===== src/design/four_level_page_map_builder_defines.svh =====
// ----------------------------------------------------------------------------
// Page map builder assertion macros
// Shared property wrappers; each expects clk and rst in the enclosing module.
// ----------------------------------------------------------------------------
`ifndef FOUR_LEVEL_PAGE_MAP_BUILDER_DEFINES_SVH
`define FOUR_LEVEL_PAGE_MAP_BUILDER_DEFINES_SVH

// Check a condition at every clock edge outside reset
`define PMB_CHECK(name, cond, msg) \
  name: assert property (@(posedge clk) disable iff (rst) (cond)) else $error(msg);

// Check a consequence in the same cycle
`define PMB_IMPLIES(name, ante, cons, msg) \
  name: assert property (@(posedge clk) disable iff (rst) (ante) |-> (cons)) else $error(msg);

// Check a consequence in the following cycle
`define PMB_NEXT(name, ante, cons, msg) \
  name: assert property (@(posedge clk) disable iff (rst) (ante) |=> (cons)) else $error(msg);

`endif


===== src/design/pmb_pkg.sv =====
// ----------------------------------------------------------------------------
// Page map builder package
// Sizes, status codes, controller states and command/status words.
// ----------------------------------------------------------------------------
`default_nettype none

package pmb_pkg;

  // Table store geometry
  localparam int TABLE_FRAMES = 16;
  localparam int IDX_W        = 9;
  localparam int FRAME_W      = (TABLE_FRAMES > 1) ? $clog2(TABLE_FRAMES) : 1;
  localparam int ADDR_W       = FRAME_W + IDX_W;
  localparam int DEPTH        = TABLE_FRAMES * (1 << IDX_W);
  localparam int NFF_W        = $clog2(TABLE_FRAMES + 1);

  // Address and entry layout
  localparam int VADDR_W   = 64;
  localparam int PADDR_W   = 52;
  localparam int PAGE_W    = 12;
  localparam int PFN_W     = PADDR_W - PAGE_W;
  localparam int ENTRY_W   = 64;
  localparam int LEVELS    = 4;
  localparam int VPN_W     = LEVELS * IDX_W;
  localparam logic [PAGE_W-1:0] ENTRY_FLAGS = 12'h003;  // present and writeable

  typedef enum logic [1:0] {
    STATUS_OK        = 2'd0,
    STATUS_INVALID   = 2'd1,
    STATUS_NO_FRAMES = 2'd2
  } status_t;

  typedef enum logic [2:0] {
    ST_SWEEP,
    ST_IDLE,
    ST_READ,
    ST_EVAL,
    ST_FILL,
    ST_LINK
  } state_t;

  // Controller to datapath
  typedef struct packed {
    logic    load;
    logic    sweep;
    logic    rd;
    logic    alloc;
    logic    fill;
    logic    link;
    logic    descend;
    logic    leaf;
    logic    finish;
    status_t code;
  } pmb_cmd_t;

  // Datapath to controller
  typedef struct packed {
    logic misaligned;
    logic present;
    logic pool_empty;
    logic in_range;
    logic is_leaf;
    logic sweep_last;
    logic fill_last;
  } pmb_sts_t;

endpackage

`default_nettype wire


===== src/design/pmb_ctrl.sv =====
// ----------------------------------------------------------------------------
// Page map builder controller
// Sequences the reset sweep, the table walk, table fills and the result.
// ----------------------------------------------------------------------------
`default_nettype none
`include "four_level_page_map_builder_defines.svh"

module pmb_ctrl (
  input  wire logic              clk,
  input  wire logic              rst,
  input  wire logic              start,
  input  wire pmb_pkg::pmb_sts_t sts,
  output pmb_pkg::pmb_cmd_t      cmd,
  output logic                   busy
);
  import pmb_pkg::*;

  state_t state;
  state_t state_next;

  // State register
  always_ff @(posedge clk) begin
    if (rst) begin
      state <= ST_SWEEP;
    end else begin
      state <= state_next;
    end
  end

  // Next state
  always_comb begin
    state_next = state;
    case (state)
      ST_SWEEP: begin
        if (sts.sweep_last) begin
          state_next = ST_IDLE;
        end
      end
      ST_IDLE: begin
        if (start && !sts.misaligned) begin
          state_next = ST_READ;
        end
      end
      ST_READ: begin
        state_next = ST_EVAL;
      end
      ST_EVAL: begin
        if (sts.is_leaf) begin
          state_next = ST_IDLE;
        end else if (!sts.present) begin
          state_next = sts.pool_empty ? ST_IDLE : ST_FILL;
        end else begin
          state_next = sts.in_range ? ST_READ : ST_IDLE;
        end
      end
      ST_FILL: begin
        if (sts.fill_last) begin
          state_next = ST_LINK;
        end
      end
      ST_LINK: begin
        state_next = ST_READ;
      end
      default: begin
        state_next = ST_IDLE;
      end
    endcase
  end

  // Commands
  always_comb begin
    cmd      = '0;
    cmd.code = STATUS_OK;
    busy     = (state != ST_IDLE);
    case (state)
      ST_SWEEP: begin
        cmd.sweep = 1'b1;
      end
      ST_IDLE: begin
        cmd.load   = start;
        cmd.finish = start && sts.misaligned;
        cmd.code   = STATUS_INVALID;
      end
      ST_READ: begin
        cmd.rd = 1'b1;
      end
      ST_EVAL: begin
        if (sts.is_leaf) begin
          cmd.finish = 1'b1;
          cmd.leaf   = !sts.present;
          cmd.code   = sts.present ? STATUS_INVALID : STATUS_OK;
        end else if (!sts.present) begin
          cmd.finish = sts.pool_empty;
          cmd.alloc  = !sts.pool_empty;
          cmd.code   = STATUS_NO_FRAMES;
        end else begin
          cmd.descend = sts.in_range;
          cmd.finish  = !sts.in_range;
          cmd.code    = STATUS_INVALID;
        end
      end
      ST_FILL: begin
        cmd.fill = 1'b1;
      end
      ST_LINK: begin
        cmd.link = 1'b1;
      end
      default: begin
        cmd = '0;
      end
    endcase
  end

  `PMB_NEXT(a_finish_idle, cmd.finish, state == ST_IDLE, "result given without return to idle")
  `PMB_IMPLIES(a_sweep_quiet, state == ST_SWEEP, !cmd.finish && !cmd.load,
               "request handled during store sweep")
  `PMB_NEXT(a_fill_link, (state == ST_FILL) && sts.fill_last, state == ST_LINK,
            "table fill not followed by link")

endmodule

`default_nettype wire


===== config.mk =====
export PLATFORM = sky130hd
export DESIGN_NAME = pmb_ctrl
export DESIGN_NICKNAME = d
export VERILOG_FILES = /design/src/design/pmb_pkg.sv /design/src/design/pmb_ctrl.sv
export VERILOG_INCLUDE_DIRS = /design/src /design/src/design
export SDC_FILE = /design/constraint.sdc
export NUM_CORES = 1
export LEC_CHECK = 0
export BUFFER_PORTS_ARGS = -buffer_cell sky130_fd_sc_hd__buf_2
export CAP_MARGIN = 15
export CORE_AREA = 2 2 39 41
export CTS_CLUSTER_SIZE = 24
export DETAILED_ROUTE_END_ITERATION = 8
export DIE_AREA = 0 0 41 43
export PLACE_DENSITY = 0.59
export SLEW_MARGIN = 20
export SYNTH_ARGS = -nofsm -noshare
export SYNTH_HDL_FRONTEND = slang
export SYNTH_SLANG_ARGS = --single-unit

===== constraint.sdc =====
create_clock -name clk -period 1.6 [get_ports clk]
set_clock_uncertainty 0.15 [all_clocks]
set_input_delay 0.24 -clock clk [delete_from_list [all_inputs] [get_ports clk]]
set_output_delay 0.24 -clock clk [all_outputs]
set_load 0.02 [all_outputs]

==> metrics.md <==
| Metric | Value |
|---|---|
| DRC viols | 0 |
| Max Clock Freq | 645 MHz |
| Flip-flop count of the largest register, all copies and words added | 3 |
| Synthesized cell area | 328 sq um |
| Portion of synthesized cell area occupied by the leading cell type | 18.3% |
| Data required time of the worst path | 1210 ps |
| Number of non-filler instances in the completed layout | 81 |
| Max FO, Critical Path | 10 |
| Met1 track utilization from global routing | 14.4% |
| Cell with the biggest individual delay on the critical path | dfxtp_4 |
| Antenna cells | 0 |
| CTS Buf Count | 3 |
| Prevailing post-synth register cell | dfxtp_1 |
| All-Layer GR Usage | 11.6% |
| Number of cells produced by synthesis | 38 |
| Post-layout net count | 76 |
| CTS tree | done |
| Max Transition Viols Final | 0 |
| Clk Tree Root Cell | clkbuf_4 |
| Cell count of the worst hold path | 2 |
| RePlAce Congestion | 0.758 |
| Fraction of layout cells with a size suffix above 1 | 69.2% |
| Pin count of the biggest net entering global routing | 11 |
| Row count | 14 |
| Clock Sink Count | 3 |
| Most used routing layer | met2 |
| Synthesized net count | 48 |
| Number of maximum-capacitance constraint violations | 0 |
| Effective utilization at floorplan | 23.7% |
| Via-to-Cell Ratio | 4.62 |
| Count of state elements after synthesis | 3 |
| Worst Hold End | state[0] |
| Classification of the worst setup path | flip-flop to primary output |
| Clock latency reported for the late side of the worst-skew pair | 230 ps |
| Delay contributed by the slowest stage of the critical path | 360 ps |
| Setup Total Neg Slack | 0 ps |
| Outcome | finished clean |
| Number of library cell types mapped by synthesis | 28 |
| Worst hold slack | 75.4 ps |
| Via Count | 374 |
| Post-DP HPWL | 659 microns |
| Fill cell count | 155 |
| Die height | 43 microns |
| Power Density | 603 nW/um^2 |
| Wire length per cell | 10.6 microns |
| Final number of hold-violating endpoints | 0 |
| Global routing met3 resource utilization | 3.14% |
| Share of synthesized area occupied by flip-flops and latches | 18.3% |
| Cts hold-fix bufs | 0 |
| Number of endpoints failing setup at the final stage | 0 |
| Core Region | 1380 sq um |
| Minimum clock period | 1550 ps |
| Count of yosys warnings during synthesis | 0 |
| Starting DRT DRC Count | 2 |
| Layout overhead on the synthesized area | 61.8% |
| Data arrival time of the worst path | 1160 ps |
| Crit path launch type | flip-flop |
| Synth top cells by count | 3 x dfxtp_1, 3 x inv_1, 3 x nor2_1, 3 x nor3_1 |
| Reg-to-reg setup timing slack | 320 ps |
| Number of global-route vias before repair | 334 |
| R2R depth | 4 |
| Worst path cell trace | nand3b_4 -> nor4_4 -> buf_4 |
| R2R Path End | state[0] |
| Post-synth EDFFs | 0 |
| PortBufs | 21 |
| Setup repair after global routing missed its margin | yes |
| Number of antenna violations at the first check in global routing | 0 |
| Leading cell types by total area after synthesis | dfxtp_1 18%, a2111oi_4 8.4%, nand3b_4 6.1% |
| Overflow left after global routing | 0 |
| Worst-case headroom to the max-slew limit | 79.9% |
| Die Width | 41 microns |
| Beginning of the worst hold path | rst |
| First-pass GRT wire length | 1370 microns |
| Mean cell area of the mapped netlist | 8.63 sq um |
| Post-synthesis async set-or-reset flop share | 0% |
| Number of instances in the placed design | 75 |
| Clock transition at the registers of the reported paths | 30 ps |
| Total die area | 1760 sq um |
| Met2 routing resource usage after global routing | 15.6% |
| Class of the tightest hold or removal check | primary input to flip-flop |
| Transition at the pin with the smallest max-transition slack | 302 ps |
| Endpoint kind of the worst setup timing path | primary output |
| Largest register by flop count | state |
| Storage cell area | 68.8 sq um |
| Top Registers | state: 3 flops |
| Maximum count of clock buffers along a single path | 2 |
| Yosys top cell by area | dfxtp_1 |
| I/O pin count | 22 |
| Final ANT Viol Nets | 0 |
| DRT Wirelength | 859 microns |
| R2R Path Start | state[0] |
| Worst-case vdd ir drop | 0.000235 V |
| Area of combinational cells with multiple inputs | 254 sq um |
| Final total power | 320 uW |
| Pleak | 0.000274 uW |
| H-tree depth reported by CTS | 1 |
| Number of iterations in the first detailed-routing pass | 4 |
| Util after Layout | 38.3% |
| Final worst-path cycle share | 96.8% |
-- what timing repair did --
action                                  CTS  global route
endpoints found under the setup margin    8             5
setup buffers                             1             1
pin swaps                                 1             0
resized for setup                         7             6
cloned                                    0             0
-- per-layer routing --
| layer | part of all wire [%] | up-vias | wire length, microns |
|---|---|---|---|
| met3 | 8.5 | 0 | 73 |
| li1 | - | 191 | - |
| met4 | 0 | 0 | 0 |
| met5 | 0 | - | 0 |
| met2 | 48 | 13 | 416 |
| met1 | 43 | 170 | 369 |
-- power by group --
| group | total, uW | switching [uW] | internal (uW) |
|---|---|---|---|
| Sequential | 85.2 | 7.23 | 77.9 |
| Clock | 129 | 35.8 | 93.2 |
| Combinational | 106 | 59.2 | 46.8 |
-- critical path: cells and delay by family, from the launching register on --
kind	cells	cell delay (ps)
buf+inv	1	190
flops	1	360
simple gates	2	370
-- worst max-delay path by stage --
stage,from,end,slack [ps],cells after the start
2_1_floorplan,state[0],cmd[2],30,3
3_3_place_gp,state[0],cmd[2],30,3
3_5_place_dp,state[0],cmd[2],30,3
4_1_cts,state[0],cmd[2],10,3
5_1_grt,state[2],cmd[7],-10,3
6_report,state[2],cmd[7],50,3
-- through the flow --
step	instance area, sq um	setup slack [ps]
after detailed placement	452	34.1
final	531	50.7
after global placement	452	28.5
after floorplan	328	29.7
after global routing	531	-11.6
after CTS	503	12.0
-- final cells by class --
cell class                      count  area share [%]
Clock buffer                        4            4.95
Sequential cell                     3            13.0
Tap cell                           16            3.77
Multi-Input combinational cell     29            47.9
Timing Repair Buffer               26            28.3
Inverter                            3            2.12
-- kinds of logic after synthesis --
kind of cell           Yosys count  share of synthesized area, %
flip-flops                       3                          18.3
buffers and inverters            6                          10.7
AND/OR/NAND/NOR                 19                          40.5
AO/OA/AOI/OAI                   10                          30.5
-- cells in the final DEF (no fill, tap or decap), types with 2 or more instances in the layout --
cell      count
nor2_1        2
clkbuf_4      3
inv_1         2
a21oi_1       2
and3_1        2
nor2_2        2
dfxtp_4       2
buf_4         8
nor3_1        2
buf_2        18
(Power assumes the default switching activity.)
